<file path="src/rtl/core/gbfr_pkg.sv">
// Shared types and constants for the binary frame receiver.
// Depends on nothing; used by gbfr_ctrl, gbfr_dp and the top level.
`default_nettype none

package gbfr_pkg;

    localparam int BYTE_W             = 8;
    localparam int LEN_OUT_W          = 6;
    localparam int STATUS_W           = 2;
    localparam int CFG_IDX_W          = 8;
    localparam int MAX_PAYLOAD_DEFAULT = 32;

    localparam logic [BYTE_W-1:0] SYNC_FIRST_RESET  = 8'd181;
    localparam logic [BYTE_W-1:0] SYNC_SECOND_RESET = 8'd98;

    // configuration register indexes
    localparam logic [CFG_IDX_W-1:0] REG_SYNC_FIRST  = 8'd0;
    localparam logic [CFG_IDX_W-1:0] REG_SYNC_SECOND = 8'd1;

    // result status codes
    localparam logic [STATUS_W-1:0] ST_OK      = 2'd0;
    localparam logic [STATUS_W-1:0] ST_LEN_ERR = 2'd1;
    localparam logic [STATUS_W-1:0] ST_CK_ERR  = 2'd2;

    // controller to datapath
    typedef struct packed {
        logic take_class;
        logic take_id;
        logic take_len_lo;
        logic take_len_hi;
        logic store_byte;
        logic take_check;
        logic emit_len_err;
        logic emit_ck_err;
        logic emit_empty;
        logic drain_start;
        logic drain_load;
    } cmd_t;

    // datapath to controller
    typedef struct packed {
        logic sync1_hit;
        logic sync2_hit;
        logic len_big;
        logic len_zero_in;
        logic len_empty;
        logic count_last;
        logic ck_ok;
        logic out_busy;
        logic out_free;
        logic drain_last;
    } stat_t;

endpackage

`default_nettype wire

</file>
<file path="src/rtl/core/gnss_binary_frame_receiver_top.sv">
// Top level of the binary frame receiver: sequencer plus datapath.
// Depends on gbfr_pkg, gbfr_ctrl and gbfr_dp.
`default_nettype none

// Usage
//   Input channel (in_valid / in_stall / rx_byte): one received byte per item.
//   The receiver hunts the two sync bytes, takes class, id and a little-endian
//   length, buffers the payload and checks the Fletcher-8 sum (A then B).
//   Output channel (out_valid / out_stall / fields): a good frame yields one
//   item per payload byte, last set on the final one; an empty good frame, an
//   oversized length or a checksum mismatch yields a single item with last set.
//   Config port (cfg_valid / cfg_ready / cfg_index / cfg_data): index 0 sets
//   the first sync byte, index 1 the second; always ready, new values apply at
//   the next sync comparison.
// Timing
//   A byte is taken whenever in_valid is high and in_stall is low. The
//   single result of a frame appears the cycle after its closing byte.
//   After a good checksum the payload store is read one entry per cycle
//   while out_stall is low or no result is held, with input stalled
//   meanwhile; the store's single read port sets that rate.
//   The closing byte of a frame waits while an earlier result is still held.
// Reset
//   rst_n clears the sequencer to sync hunting and restores the sync bytes.
//   A held result stays put for as long as out_stall is high.

module gnss_binary_frame_receiver_top #(
    parameter int MAX_PAYLOAD = gbfr_pkg::MAX_PAYLOAD_DEFAULT
) (
    input  wire logic                               clk,
    input  wire logic                               rst_n,
    // input byte channel
    input  wire logic                               in_valid,
    output logic                                    in_stall,
    input  wire logic [gbfr_pkg::BYTE_W-1:0]         rx_byte,
    // configuration write channel
    input  wire logic                               cfg_valid,
    output logic                                    cfg_ready,
    input  wire logic [gbfr_pkg::CFG_IDX_W-1:0]      cfg_index,
    input  wire logic [gbfr_pkg::BYTE_W-1:0]         cfg_data,
    // result channel
    output logic                                    out_valid,
    input  wire logic                               out_stall,
    output logic [gbfr_pkg::BYTE_W-1:0]              msg_class,
    output logic [gbfr_pkg::BYTE_W-1:0]              msg_id,
    output logic [gbfr_pkg::LEN_OUT_W-1:0]           payload_length,
    output logic [gbfr_pkg::BYTE_W-1:0]              payload_byte,
    output logic                                    byte_valid,
    output logic                                    last,
    output logic [gbfr_pkg::STATUS_W-1:0]            status
);

    gbfr_pkg::cmd_t  cmd;
    gbfr_pkg::stat_t sts;

    // register writes never need to wait
    assign cfg_ready = 1'b1;

    gbfr_ctrl u_ctrl (
        .clk      (clk),
        .rst_n    (rst_n),
        .in_valid (in_valid),
        .in_stall (in_stall),
        .sts      (sts),
        .cmd      (cmd)
    );

    gbfr_dp #(
        .MAX_PAYLOAD (MAX_PAYLOAD)
    ) u_dp (
        .clk            (clk),
        .rst_n          (rst_n),
        .cfg_we         (cfg_valid && cfg_ready),
        .cfg_index      (cfg_index),
        .cfg_data       (cfg_data),
        .rx_byte        (rx_byte),
        .cmd            (cmd),
        .sts            (sts),
        .out_stall      (out_stall),
        .out_valid      (out_valid),
        .msg_class      (msg_class),
        .msg_id         (msg_id),
        .payload_length (payload_length),
        .payload_byte   (payload_byte),
        .byte_valid     (byte_valid),
        .last           (last),
        .status         (status)
    );

endmodule

`default_nettype wire

</file>
<file path="src/rtl/core/gbfr_ctrl.sv">
// Frame sequencer of the binary frame receiver.
// Depends on gbfr_pkg for the command and status structs.
`default_nettype none

module gbfr_ctrl (
    input  wire logic           clk,
    input  wire logic           rst_n,
    input  wire logic           in_valid,
    output logic                in_stall,
    input  wire gbfr_pkg::stat_t sts,
    output gbfr_pkg::cmd_t      cmd
);

    typedef enum logic [3:0] {
        S_SYNC1,
        S_SYNC2,
        S_CLASS,
        S_ID,
        S_LEN_LO,
        S_LEN_HI,
        S_PAYLOAD,
        S_CK_A,
        S_CK_B,
        S_DRAIN
    } state_t;

    state_t state_reg;
    state_t state_next;
    logic   acc;

    always_comb
    begin
        case (state_reg)
            S_DRAIN:        in_stall = 1'b1;
            S_LEN_HI,
            S_CK_B:         in_stall = sts.out_busy;
            default:        in_stall = 1'b0;
        endcase
    end

    assign acc = in_valid && !in_stall;

    always_comb
    begin
        state_next = state_reg;
        cmd        = '0;
        case (state_reg)
            S_SYNC1:
            begin
                if (acc && sts.sync1_hit)
                    state_next = S_SYNC2;
            end
            S_SYNC2:
            begin
                // a mismatching byte is dropped, not rechecked as first sync
                if (acc)
                    state_next = sts.sync2_hit ? S_CLASS : S_SYNC1;
            end
            S_CLASS:
            begin
                if (acc)
                begin
                    cmd.take_class = 1'b1;
                    state_next     = S_ID;
                end
            end
            S_ID:
            begin
                if (acc)
                begin
                    cmd.take_id = 1'b1;
                    state_next  = S_LEN_LO;
                end
            end
            S_LEN_LO:
            begin
                if (acc)
                begin
                    cmd.take_len_lo = 1'b1;
                    state_next      = S_LEN_HI;
                end
            end
            S_LEN_HI:
            begin
                if (acc)
                begin
                    cmd.take_len_hi = 1'b1;
                    if (sts.len_big)
                    begin
                        cmd.emit_len_err = 1'b1;
                        state_next       = S_SYNC1;
                    end
                    else if (sts.len_zero_in)
                        state_next = S_CK_A;
                    else
                        state_next = S_PAYLOAD;
                end
            end
            S_PAYLOAD:
            begin
                if (acc)
                begin
                    cmd.store_byte = 1'b1;
                    if (sts.count_last)
                        state_next = S_CK_A;
                end
            end
            S_CK_A:
            begin
                if (acc)
                begin
                    cmd.take_check = 1'b1;
                    state_next     = S_CK_B;
                end
            end
            S_CK_B:
            begin
                if (acc)
                begin
                    if (!sts.ck_ok)
                    begin
                        cmd.emit_ck_err = 1'b1;
                        state_next      = S_SYNC1;
                    end
                    else if (sts.len_empty)
                    begin
                        cmd.emit_empty = 1'b1;
                        state_next     = S_SYNC1;
                    end
                    else
                    begin
                        cmd.drain_start = 1'b1;
                        state_next      = S_DRAIN;
                    end
                end
            end
            S_DRAIN:
            begin
                if (sts.out_free)
                begin
                    cmd.drain_load = 1'b1;
                    if (sts.drain_last)
                        state_next = S_SYNC1;
                end
            end
            default:
            begin
                state_next = S_SYNC1;
            end
        endcase
    end

    always_ff @(posedge clk or negedge rst_n)
    begin
        if (!rst_n)
            state_reg <= S_SYNC1;
        else
            state_reg <= state_next;
    end

    // no item may enter while the stored payload is being sent out
    a_drain_blocks_input: assert property (@(posedge clk) disable iff (!rst_n)
        state_reg == S_DRAIN |-> in_stall)
        else $error("input accepted during payload drain");

    // a frame error always returns to hunting
    a_error_ends_frame: assert property (@(posedge clk) disable iff (!rst_n)
        (cmd.emit_len_err || cmd.emit_ck_err) |=> state_reg == S_SYNC1)
        else $error("frame not closed after error result");

    // the last drained byte returns the sequencer to hunting
    a_drain_ends_frame: assert property (@(posedge clk) disable iff (!rst_n)
        (cmd.drain_load && sts.drain_last) |=> state_reg == S_SYNC1)
        else $error("frame not closed after last payload byte");

endmodule

`default_nettype wire

</file>
<file path="src/rtl/core/gbfr_dp.sv">
// Datapath of the binary frame receiver: sync registers, header capture,
// Fletcher-8 sums, payload store and the result register. Uses gbfr_pkg.
`default_nettype none

module gbfr_dp #(
    parameter int MAX_PAYLOAD = gbfr_pkg::MAX_PAYLOAD_DEFAULT
) (
    input  wire logic                               clk,
    input  wire logic                               rst_n,
    input  wire logic                               cfg_we,
    input  wire logic [gbfr_pkg::CFG_IDX_W-1:0]      cfg_index,
    input  wire logic [gbfr_pkg::BYTE_W-1:0]         cfg_data,
    input  wire logic [gbfr_pkg::BYTE_W-1:0]         rx_byte,
    input  wire gbfr_pkg::cmd_t                     cmd,
    output gbfr_pkg::stat_t                         sts,
    input  wire logic                               out_stall,
    output logic                                    out_valid,
    output logic [gbfr_pkg::BYTE_W-1:0]              msg_class,
    output logic [gbfr_pkg::BYTE_W-1:0]              msg_id,
    output logic [gbfr_pkg::LEN_OUT_W-1:0]           payload_length,
    output logic [gbfr_pkg::BYTE_W-1:0]              payload_byte,
    output logic                                    byte_valid,
    output logic                                    last,
    output logic [gbfr_pkg::STATUS_W-1:0]            status
);

    localparam int CNT_W = $clog2(MAX_PAYLOAD + 1);
    localparam int IDX_W = (MAX_PAYLOAD > 1) ? $clog2(MAX_PAYLOAD) : 1;
    localparam int BW    = gbfr_pkg::BYTE_W;

    logic [BW-1:0]    sync_first_reg;
    logic [BW-1:0]    sync_second_reg;
    logic [BW-1:0]    class_reg;
    logic [BW-1:0]    id_reg;
    logic [BW-1:0]    len_lo_reg;
    logic [CNT_W-1:0] len_reg;
    logic [CNT_W-1:0] count_reg;
    logic [CNT_W-1:0] rd_ptr_reg;
    logic [BW-1:0]    sum_a_reg;
    logic [BW-1:0]    sum_b_reg;
    logic [BW-1:0]    check_reg;
    logic [BW-1:0]    store_mem [MAX_PAYLOAD];

    logic             out_valid_reg;
    logic [BW-1:0]    out_class_reg;
    logic [BW-1:0]    out_id_reg;
    logic [gbfr_pkg::LEN_OUT_W-1:0] out_len_reg;
    logic [BW-1:0]    payload_byte_reg;
    logic             byte_valid_reg;
    logic             last_reg;
    logic [gbfr_pkg::STATUS_W-1:0]  status_reg;

    logic [2*BW-1:0]  len_in;
    logic [CNT_W:0]   count_inc;
    logic [CNT_W:0]   rd_inc;
    logic [BW-1:0]    sum_a_next;
    logic [BW-1:0]    sum_b_next;
    logic             add_sum;
    logic             emit_one;

    assign len_in    = {rx_byte, len_lo_reg};
    assign count_inc = {1'b0, count_reg} + 1'b1;
    assign rd_inc    = {1'b0, rd_ptr_reg} + 1'b1;
    assign add_sum   = cmd.take_id || cmd.take_len_lo || cmd.take_len_hi || cmd.store_byte;
    assign emit_one  = cmd.emit_len_err || cmd.emit_ck_err || cmd.emit_empty;

    always_comb
    begin
        if (cmd.take_class)
        begin
            sum_a_next = rx_byte;
            sum_b_next = rx_byte;
        end
        else
        begin
            sum_a_next = sum_a_reg + rx_byte;
            sum_b_next = sum_b_reg + sum_a_next;
        end
    end

    assign sts.sync1_hit   = (rx_byte == sync_first_reg);
    assign sts.sync2_hit   = (rx_byte == sync_second_reg);
    assign sts.len_big     = (len_in > 16'(MAX_PAYLOAD));
    assign sts.len_zero_in = (len_in == '0);
    assign sts.len_empty   = (len_reg == '0);
    assign sts.count_last  = (count_inc >= {1'b0, len_reg});
    assign sts.ck_ok       = (check_reg == sum_a_reg) && (rx_byte == sum_b_reg);
    assign sts.out_busy    = out_valid_reg;
    assign sts.out_free    = !out_valid_reg || !out_stall;
    assign sts.drain_last  = (rd_inc == {1'b0, len_reg});

    // configuration and frame control state
    always_ff @(posedge clk or negedge rst_n)
    begin
        if (!rst_n)
        begin
            sync_first_reg  <= gbfr_pkg::SYNC_FIRST_RESET;
            sync_second_reg <= gbfr_pkg::SYNC_SECOND_RESET;
            class_reg       <= '0;
            id_reg          <= '0;
            len_lo_reg      <= '0;
            len_reg         <= '0;
            count_reg       <= '0;
            rd_ptr_reg      <= '0;
            sum_a_reg       <= '0;
            sum_b_reg       <= '0;
            check_reg       <= '0;
            out_valid_reg   <= 1'b0;
        end
        else
        begin
            if (cfg_we && cfg_index == gbfr_pkg::REG_SYNC_FIRST)
                sync_first_reg <= cfg_data;
            if (cfg_we && cfg_index == gbfr_pkg::REG_SYNC_SECOND)
                sync_second_reg <= cfg_data;
            if (cmd.take_class)
                class_reg <= rx_byte;
            if (cmd.take_id)
                id_reg <= rx_byte;
            if (cmd.take_len_lo)
                len_lo_reg <= rx_byte;
            if (cmd.take_len_hi)
            begin
                len_reg   <= CNT_W'(len_in);
                count_reg <= '0;
            end
            if (cmd.store_byte)
                count_reg <= count_inc[CNT_W-1:0];
            if (cmd.take_class || add_sum)
            begin
                sum_a_reg <= sum_a_next;
                sum_b_reg <= sum_b_next;
            end
            if (cmd.take_check)
                check_reg <= rx_byte;
            if (cmd.drain_start)
                rd_ptr_reg <= '0;
            else if (cmd.drain_load)
                rd_ptr_reg <= rd_inc[CNT_W-1:0];
            // hold the result until taken
            if (emit_one || cmd.drain_load)
                out_valid_reg <= 1'b1;
            else if (!out_stall)
                out_valid_reg <= 1'b0;
        end
    end

    // payload store and result payload (registered memory read)
    always_ff @(posedge clk)
    begin
        if (cmd.store_byte && count_reg < CNT_W'(MAX_PAYLOAD))
            store_mem[count_reg[IDX_W-1:0]] <= rx_byte;
        if (emit_one)
        begin
            out_class_reg    <= class_reg;
            out_id_reg       <= id_reg;
            out_len_reg      <= cmd.emit_ck_err ? gbfr_pkg::LEN_OUT_W'(len_reg) : '0;
            payload_byte_reg <= '0;
            byte_valid_reg   <= 1'b0;
            last_reg         <= 1'b1;
            status_reg       <= cmd.emit_len_err ? gbfr_pkg::ST_LEN_ERR :
                                cmd.emit_ck_err  ? gbfr_pkg::ST_CK_ERR  : gbfr_pkg::ST_OK;
        end
        else if (cmd.drain_load)
        begin
            out_class_reg    <= class_reg;
            out_id_reg       <= id_reg;
            out_len_reg      <= gbfr_pkg::LEN_OUT_W'(len_reg);
            payload_byte_reg <= store_mem[rd_ptr_reg[IDX_W-1:0]];
            byte_valid_reg   <= 1'b1;
            last_reg         <= sts.drain_last;
            status_reg       <= gbfr_pkg::ST_OK;
        end
    end

    assign out_valid      = out_valid_reg;
    assign msg_class      = out_class_reg;
    assign msg_id         = out_id_reg;
    assign payload_length = out_len_reg;
    assign payload_byte   = payload_byte_reg;
    assign byte_valid     = byte_valid_reg;
    assign last           = last_reg;
    assign status         = status_reg;

    // a waiting result is never overwritten
    a_no_overwrite: assert property (@(posedge clk) disable iff (!rst_n)
        (emit_one || cmd.drain_load) |-> (!out_valid_reg || !out_stall))
        else $error("result register loaded while still held");

    // data results only carry good status
    a_data_ok: assert property (@(posedge clk) disable iff (!rst_n)
        (out_valid_reg && byte_valid_reg) |-> status_reg == gbfr_pkg::ST_OK)
        else $error("payload byte with error status");

    // single results always close the frame
    a_single_last: assert property (@(posedge clk) disable iff (!rst_n)
        (out_valid_reg && !byte_valid_reg) |-> last_reg)
        else $error("non-data result without last");

    // the drain never reads past the frame length
    a_drain_bound: assert property (@(posedge clk) disable iff (!rst_n)
        cmd.drain_load |-> rd_ptr_reg < len_reg)
        else $error("drain read beyond payload length");

endmodule

`default_nettype wire

</file>
<file path="config.mk">
export PLATFORM = sky130hd
export DESIGN_NAME = gnss_binary_frame_receiver_top
export DESIGN_NICKNAME = d
export VERILOG_FILES = /design/src/rtl/core/gbfr_pkg.sv /design/src/rtl/core/gnss_binary_frame_receiver_top.sv /design/src/rtl/core/gbfr_ctrl.sv /design/src/rtl/core/gbfr_dp.sv
export SDC_FILE = /design/constraint.sdc
export NUM_CORES = 1
export LEC_CHECK = 0
export BUFFER_PORTS_ARGS = -buffer_cell sky130_fd_sc_hd__buf_2
export CAP_MARGIN = 20
export CORE_ASPECT_RATIO = 0.7
export CORE_UTILIZATION = 54
export CTS_CLUSTER_DIAMETER = 200
export DETAILED_ROUTE_END_ITERATION = 6
export GPL_ROUTABILITY_DRIVEN = 1
export PLACE_DENSITY = 0.74
export SLEW_MARGIN = 20
export SYNTH_ARGS = -nofsm -noshare
export SYNTH_HDL_FRONTEND = slang
export SYNTH_SLANG_ARGS = --single-unit
</file>
<file path="constraint.sdc">
create_clock -name clk -period 4.5 [get_ports clk]
set_input_delay 0 -clock clk [delete_from_list [all_inputs] [get_ports clk]]
set_output_delay 0 -clock clk [all_outputs]
set_load 0.1 [all_outputs]
</file>
## After elaboration in Yosys (flattened, before gate mapping)

Memories as Yosys holds them, arrays and structs flattened. A register that Yosys moved wholly into a read port is not among the register bits.
Index checks and enable logic that the tools add are counted.

| storage, ports and cells | value |
|---|---|
| bits in read-only memories | 0 |
| output and inout port bits | 37 |
| word-level logic and storage cells | 139 |
| memories kept | 1 |
| input bits | 29 |
| bits in registers | 113 |
| latch bits | 0 |
| memory bits (writable) | 256 |

| operators by class | value |
|---|---|
| $mul | 0 |
| mux-type cells | 58 |
| equality and inequality tests | 28 |
| shift-type cells | 0 |
| $lt $le $gt $ge | 3 |
| add/sub/neg operators | 4 |
| reduce and logical (&&, ||, !) cells | 26 |
| divide/modulo/power cells | 0 |
| bitwise logic cells | 0 |

Memories:

| memory | words | bits a word | rd ports | clocked after Yosys merged registers in | wr ports | line | text |
|---|---|---|---|---|---|---|---|
| u_dp.store_mem | 32 | 8 | 1 | 1 | 1 | gbfr_dp.sv:42 | `logic [BW-1:0] store_mem [MAX_PAYLOAD];` |

Operator list:

| kind | count |
|---|---|
| 2-to-1 mux 4 bit | 14 |
| 2-to-1 mux 8 bit | 6 |
| 2-to-1 mux 6 bit | 7 |
| case mux 4 bit (10 select lines) | 1 |
| equality test 8 bit | 4 |
| 2-to-1 mux 1 bit | 20 |
| != test 2 x 1 -> 1 bit, second input constant | 10 |
| adder 8 bit | 2 |
| equality test 4 x 3 -> 1 bit, second input constant | 4 |
| > comparator 16 x 6 -> 1 bit, second input constant | 1 |
| logical NOT 16 bit | 1 |
| adder 6 x 1 -> 7 bit, second input constant | 2 |
| 2-to-1 mux 2 bit | 6 |
| AND reduction 12 bit | 1 |
| 2-to-1 mux 3 bit | 3 |
| equality test 4 x 2 -> 1 bit, second input constant | 2 |
| equality test 4 bit, second input constant | 2 |
| equality test 8 x 1 -> 1 bit, second input constant | 1 |
| logical NOT 8 bit | 1 |
| logical OR 1 bit | 8 |
| equality test 7 x 6 -> 1 bit | 1 |
| >= comparator 7 x 6 -> 1 bit | 1 |
| logical AND 1 bit | 6 |
| logical NOT 6 bit | 1 |
| other kinds (8) | 14 |

## Longest topological paths before layout

Gate-level depths: netlist of the first run.

| logic depth | value |
|---|---|
| depth in word-level cells | 11 |
| gate-level depth with buffers | 12 |
| mapped depth without buffers | 12 |

## Modules after synthesis

Synthesis of the first run repeated with hierarchy kept, for this count alone.

| second synthesis, totals | value |
|---|---|
| cell total of the unflattened synthesis | 1075 |
| area total of the unflattened synthesis | 16440.8 um2 |

By module, submodules not included:

| module | seq. area each (um2) | area an instance (um2) | cells each | instances |
|---|---|---|---|---|
| gbfr_dp | 10695.3 | 15911.5 | 1002 | 1 |
| gbfr_ctrl | 100.1 | 518.0 | 71 | 1 |
| gnss_binary_frame_receiver_top | 0.0 | 11.3 | 2 | 1 |

## Worst setup path before layout of the first run

Ideal clock, no wire load.

| path | value |
|---|---|
| kind | reg-to-reg |
| start | register u_dp.sum_a_reg[0] |
| end | register u_dp.sum_b_reg[7] |
| period minus slack after synthesis | 2.963 ns |
| cell stages (with the launch flop) | 13 |
| required time | 4.406 ns |
| path buffers | 0 |
| arrival time | 2.869 ns |
| path slack | 1.537 ns |
| setup time | 0.094 ns |
| path through | dfrtp_1 -> ha_1 -> fa_1 -> a21o_1 -> a21oi_1 -> xnor2_1 -> ha_1 -> inv_1 -> nor2_1 -> a2111oi_0 -> or4_1 -> and2_1 -> a211oi_1 |

| between the ends | value |
|---|---|
| longest elaborated chain between the ends | 3 |

Ends and longest elaborated chain:

| element | line | text |
|---|---|---|
| start, declared | gbfr_dp.sv:39 | `logic [BW-1:0] sum_a_reg;` |
| start signal, assigned | gbfr_dp.sv:131 | `sum_a_reg <= sum_a_next;` |
| adder 8 bit | gbfr_dp.sv:76 | `sum_a_next = sum_a_reg + rx_byte;` |
| adder 8 bit | gbfr_dp.sv:77 | `sum_b_next = sum_b_reg + sum_a_next;` |
| 2-to-1 mux 8 bit | gbfr_dp.sv:69 | `if (cmd.take_class)` |
| end signal, assigned | gbfr_dp.sv:132 | `sum_b_reg <= sum_b_next;` |
| end, declared | gbfr_dp.sv:40 | `logic [BW-1:0] sum_b_reg;` |

No other way between the ends.
A chain may end at the register's enable or synchronous reset.

## Worst setup path after layout of the first run

Same ends and word-level chain as after synthesis.

==> reports/summary.txt, run 1 <==
CP top delay family: compound AO/OA/AOI/OAI gates
Clk Tree Root Cell: clkbuf_16
Mapped Area: 0.01617 mm^2
CP Capture Type: flip-flop
wire per inst: 23.34 um
slowest stage delay, CP: 0.49 ns
CP required: 4.94 ns
first-pass GRT wire length: 53.47 mm
Row Count: 52
global route overflow: 0
Fin. Hold Viols: 0
Syn. warnings: 0
clk sinks: 377
Area Growth Syn to Fin: 12.19%
Worst-Margin Slew: 1.054 ns
status: complete, no violations
Post-synth ARST share: 23.08%
setup bufs post-CTS: 0
fmax: 0.3086 GHz
Die Height: 146.8 um
final WL: 34.64 mm
Via Count: 8943
unrepaired setup endpoints after global routing: false
sequential cell area fraction in the yosys report: 66.78%
Pleak: 6.464 nW
Initial Utilization: 55.46%
Sum Neg Setup Slack: 0 ns
NumNets Final: 1137
CP arrival: 3.68 ns
gr usage total: 23.57%
HPWL after detailed placement: 22.39 mm
number of global-route vias before repair: 8856
Final period util: 72.02%
Peak supply drop: 0.3293 mV
CP dominant cell by count: ha_1
Post-Synth Simple-Gate Area: 6.563%
RePlAce Congestion: 0.8700
count of port buffers added during placement: 64
ys flop type: edfxtp_1
syn_nets: 1054
XOR/XNOR Fraction of Synth Area: 3.088%
Synth cell types: 70
Slew Viols, Final: 0
# DRC: 0
most frequent cells in the layout: edfxtp_1 (280), nor2_1 (79), dfrtp_1 (77), mux4_2 (69), buf_2 (63)
vias per cell: 6.026
Post-synth EDFFs: 280
layout cell share with drive strength beyond 1: 25.61%
Num CTS Buffers: 36
most common cell after layout, fill and taps aside: edfxtp_1
largest net degree at the start of global routing: 62
clk_lat worst skew: 0.53 ns
max cap viols: 0
IO Count: 66
Final min period: 3.241 ns
largest family of logic cells by synthesized area: multiplexers
Mapped Cells: 997
Worst-path clk slew: 0.06 ns
Setup Viol. Count Final: 0
area share of fa/ha/maj cells after synthesis: 2.260%
Slowest cell on crit path: a2111oi_0
htree depth: 2
Synth Area per Inst: 16.22 um^2
PnR worst setup slack: 1.259 ns
drt first pass iters: 5
HP Class: in2reg
Power Dens Cells: 515.7 mW/mm^2
crit-path cells: ha_1, fa_1, a21o_1, a21oi_1, xnor2_1, ha_1, inv_1, nor2_1, a2111oi_0, o22ai_1, and2_1, a211oi_1
Routed Antenna Nets: 0
CTS tree: done
max reg flops: 256
Slew headroom: 29.48%
CP Launch Type: flip-flop
Worst Path Max Fanout: 3
Iter 0 DRT Violations: 910
CTS resizes: 0
core area: 0.02915 mm^2
WS Path Type: reg2reg
Place WS: 1.282 ns
Synth Area in Compound Gates: 4.427%
Clock Tree Buf Depth: 3
FF+latch count, synth: 377
Die Wd: 208.8 um
mux share of post-synthesis cell area: 14.93%
Final Skew: 0.01850 ns
WP buf/inv: 1
Die Footprint: 0.03065 mm^2
initial antenna violation count: 1
## layer usage
layer,global-route usage [%],wire (um)
met1,36.59,15820
met3,6.285,3376
met4,6.176,623
met5,0,0
met2,33.05,14820
## final timing paths
path	from	endpoint	slack [ns]	cells after the start
worst min register to register	u_dp.id_reg[4]	u_dp.msg_id[4]	0.45	0
max in group asynchronous	rst_n	u_dp.sum_a_reg[2]	3.20	4
worst min-delay path	rx_byte[2]	u_dp.store_mem[23][2]	0.003	1
min in group asynchronous	rst_n	u_ctrl.state_reg[2]	0.49	4
worst max register to register	u_dp.sum_a_reg[0]	u_dp.sum_b_reg[7]	1.26	12
worst max-delay path	u_dp.sum_a_reg[0]	u_dp.sum_b_reg[7]	1.26	12
## layout make-up
cell class | instances | area, um^2
diodes | 1 | 2.502
clock buffers | 45 | 965.9
clock inverters | 18 | 167.7
fillers | 2099 | 11010
inverters | 15 | 56.30
multi-input cells | 556 | 5064
flip-flops and latches | 377 | 10800
well taps | 378 | 473.0
repair buffers | 94 | 608.1
## cell usage after synthesis, drive strengths merged (2+ instances only)
cell type / instances / area, um^2
o21bai: 3 / 22.52
edfxtp: 280 / 8408
a31o: 7 / 61.31
dfrtp: 79 / 1977
xor2: 22 / 192.7
nand2: 47 / 178.9
a21bo: 2 / 20.02
o21a: 3 / 22.52
mux4: 74 / 1685
a211oi: 2 / 20.02
nand3: 20 / 110.1
dfstp: 8 / 210.2
nand4: 6 / 37.54
o21ai: 15 / 75.07
nand3b: 3 / 22.52
mux2: 62 / 698.2
dfxtp: 10 / 200.2
a21oi: 38 / 190.2
xnor2: 35 / 306.5
or3: 5 / 31.28
clkbuf: 29 / 108.9
a2111oi: 2 / 17.52
and2: 16 / 100.1
buf: 20 / 147.6
or3b: 2 / 17.52
a21o: 13 / 97.59
nor4: 10 / 68.81
a211o: 3 / 26.28
o22ai: 10 / 62.56
mux2i: 3 / 30.03
inv: 15 / 56.30
nor2b: 3 / 18.77
nor2: 80 / 302.8
fa: 2 / 40.04
o211ai: 3 / 22.52
nand2b: 7 / 43.79
nor3: 15 / 75.07
ha: 26 / 325.3
## stage by stage
stage / area [um^2] / utilization, % / std cells / hold WS, ns / total power, mW
2_1_floorplan: 16170 / - / 997 / -0.2956 / 5.946
3_3_place_gp: 16840 / 57.78 / 1405 / -0.06026 / 6.380
3_5_place_dp: 16840 / 57.78 / 1405 / -0.05306 / 6.413
4_1_cts: 18130 / 62.22 / 1483 / 0.0003986 / 9.393
5_1_grt: 18140 / 62.23 / 1484 / 0.02472 / 9.773
6_report: 18140 / 62.23 / 1484 / 0.003210 / 9.353
## cell families (layout without fill, tap and decap cells)
| kind of cell | Yosys count | count (layout) |
|---|---|---|
| compound gates | 110 | 110 |
| simple gates | 221 | 221 |
| other cells | 1 | 2 |
| fa+ha+maj | 28 | 28 |
| xor+xnor | 57 | 57 |
| flops | 377 | 377 |
| buf+inv | 64 | 172 |
| mux | 139 | 139 |
## what timing repair did
action / 4_1_cts / 5_1_grt
endpoints found under the hold margin: 46 / 0
endpoints found under the setup margin: 0 / 0
hold buffers: 15 / 0
## report_power, final
| group | total (mW) | switching (mW) | internal, mW |
|---|---|---|---|
| combinational | 2.16 | 1.29 | 0.875 |
| clock | 2.97 | 1.27 | 1.70 |
| sequential | 4.22 | 0.244 | 3.98 |
| total | 9.35 | 2.80 | 6.55 |
Note: power is estimated with default switching activity, not from simulation.
==> run 2, diff against run 1 <==
Clock period 4.5 ns to 3.35 ns, I/O delays scaled along.
==> reports/summary.txt, run 2 (same netlist as run 1, synthesis figures left out) <==
Clock Power Share: 31.9% (was 31.7%)
global route overflow: 0 (unchanged)
layout cell share with drive strength beyond 1: 28.58% (was 25.61%)
PnR worst setup slack: 0.1674 ns (was 1.259 ns)
unrepaired setup endpoints after global routing: false (unchanged)
Seq pwr share: 44.6% (was 45.2%)
RR Startpoint: u_dp.sum_a_reg[0] (unchanged)
HP Class: in2reg (unchanged)
Power Dens Cells: 685.8 mW/mm^2 (was 515.7 mW/mm^2)
Clock Tree Buf Depth: 3 (unchanged)
Routed Antenna Nets: 0 (unchanged)
# DRC: 0 (unchanged)
Via Count: 9164 (was 8943)
CP Launch Type: flip-flop (unchanged)
vias per cell: 5.993 (was 6.026)
CP arrival: 3.63 ns (was 3.68 ns)
CTS tree: done (unchanged)
drt first pass iters: 5 (unchanged)
n_diodes: 0 (was 1)
Util after Layout: 63.51% (was 62.23%)
Die Height: 146.8 um (unchanged)
Slew Viols, Final: 0 (unchanged)
Iter 0 DRT Violations: 867 (was 910)
Sum Neg Setup Slack: 0 ns (unchanged)
Final Skew: 0.01731 ns (was 0.01850 ns)
final WL: 35.71 mm (was 34.64 mm)
count of port buffers added during placement: 64 (unchanged)
largest net degree at the start of global routing: 69 (was 62)
HPWL after detailed placement: 23.28 mm (was 22.39 mm)
Peak supply drop: 0.4542 mV (was 0.3293 mV)
clk sinks: 377 (unchanged)
NumNets Final: 1181 (was 1137)
IO Count: 66 (unchanged)
first-pass GRT wire length: 55.45 mm (was 53.47 mm)
crit path from: u_dp.sum_a_reg[0] (unchanged)
Pleak: 6.709 nW (was 6.464 nW)
Comb power frac: 23.4% (was 23.1%)
internal power consumption: 8.889 mW (was 6.551 mW)
design area: 0.01851 mm^2 (was 0.01814 mm^2)
gr usage total: 24.37% (was 23.57%)
most common cell after layout, fill and taps aside: edfxtp_1 (unchanged)
max reg flops: 256 (unchanged)
Die Wd: 208.8 um (unchanged)
CP required: 3.80 ns (was 4.94 ns)
switching power: 3.806 mW (was 2.802 mW)
Final period util: 95.00% (was 72.02%)
most frequent cells in the layout: edfxtp_1 (280), nor2_1 (79), dfrtp_1 (77), mux4_2 (69), buf_2 (63) (unchanged)
Placed Instance Area: 0.01718 mm^2 (was 0.01684 mm^2)
Worst-Margin Slew: 0.8923 ns (was 1.054 ns)
status: complete, no violations (unchanged)
Cells after DPL: 1448 (was 1405)
Die Footprint: 0.03065 mm^2 (unchanged)
Worst Path Max Fanout: 3 (unchanged)
max cap viols: 0 (unchanged)
Setup Viol. Count Final: 0 (unchanged)
wire per inst: 23.36 um (was 23.34 um)
Num CTS Buffers: 36 (unchanged)
Fin. Hold Viols: 0 (unchanged)
core area: 0.02915 mm^2 (unchanged)
hold_sp: rx_byte[7] (was rx_byte[2])
clk_lat worst skew: 0.53 ns (about the same)
Initial Utilization: 55.46% (unchanged)
fin cells: 1529 (was 1484)
RePlAce Congestion: 0.8759 (was 0.8700)
Row Count: 52 (unchanged)
Place WS: 0.1020 ns (was 1.282 ns)
WS Path Type: reg2reg (unchanged)
Area Growth Syn to Fin: 14.51% (was 12.19%)
fmax: 0.3142 GHz (was 0.3086 GHz)
reg2reg setup slack: 0.17 ns (was 1.26 ns)
htree depth: 2 (unchanged)
sw frac: 29.98% (was 29.95%)
initial antenna violation count: 1 (unchanged)
CP Capture Type: flip-flop (unchanged)
Slew headroom: 40.51% (was 29.48%)
Final min period: 3.183 ns (was 3.241 ns)
Worst-path clk slew: 0.06 ns (about the same)
Clk Tree Root Cell: clkbuf_16 (unchanged)
number of global-route vias before repair: 9260 (was 8856)
-- run 2: cell type report --
type / instances / area (um^2)
Sequential cell: 377 / 10800
Fill cell: 2043 / 10640
Multi-Input combinational cell: 556 / 5074
Clock buffer: 47 / 994.7
Timing Repair Buffer: 138 / 943.4
Tap cell: 378 / 473.0
Clock inverter: 18 / 171.4
Inverter: 15 / 56.30
-- run 2: path summary, 6_finish.rpt --
check,depth (start not counted),endpoint
setup / recovery,12,u_dp.sum_b_reg[7]
hold / removal,1,u_dp.store_mem[20][7]
setup reg to reg,12,u_dp.sum_b_reg[7]
hold reg to reg,0,u_dp.msg_class[5]
max in group asynchronous,3,u_dp.class_reg[4]
min in group asynchronous,2,u_dp.id_reg[2]
-- run 2: worst max-delay path, stage by stage, from the launching register on --
cell	delay [ns]
dfrtp_1	0.41
ha_1	0.23
fa_1	0.44
a21o_1	0.19
a21oi_2	0.18
xnor2_1	0.12
ha_1	0.33
inv_1	0.06
nor2_1	0.17
a2111oi_2	0.11
or4_1	0.50
and2_1	0.18
a211oi_1	0.18
-- run 2: power by group through the flow --
| stage | Clock (mW) | Sequential [mW] | Combinational (mW) |
|---|---|---|---|
| 2_1_floorplan | 0 | 6.07 | 1.92 |
| 3_3_place_gp | 0 | 5.74 | 2.84 |
| 3_5_place_dp | 0 | 5.75 | 2.88 |
| 4_1_cts | 4.12 | 5.66 | 2.92 |
| 5_1_grt | 4.29 | 5.70 | 3.26 |
| 6_report | 4.06 | 5.67 | 2.97 |
-- run 2: timing repair --
action	CTS	global route
hold buffers	16	0
gates resized for setup	0	3
hold endpoints to repair	119	0
buffers inserted	0	0
setup endpoints to repair	0	1
-- run 2: per-stage QoR --
stage | hold WS [ns] | power [mW]
2_1_floorplan | -0.2956 | 7.986
3_3_place_gp | 0.1684 | 8.586
3_5_place_dp | 0.1795 | 8.631
4_1_cts | 0.01711 | 12.69
5_1_grt | 0.03022 | 13.25
6_report | 0.02345 | 12.70
-- run 2: layer usage --
layer / routed length, um / global-route usage (%) / vias up
met1: 16600 / 37.56 / 4684
met4: 472 / 5.037 / 2
met2: 15520 / 35.50 / 352
met5: 13 / 0 / -
li1: - / - / 4086
met3: 3100 / 5.943 / 40
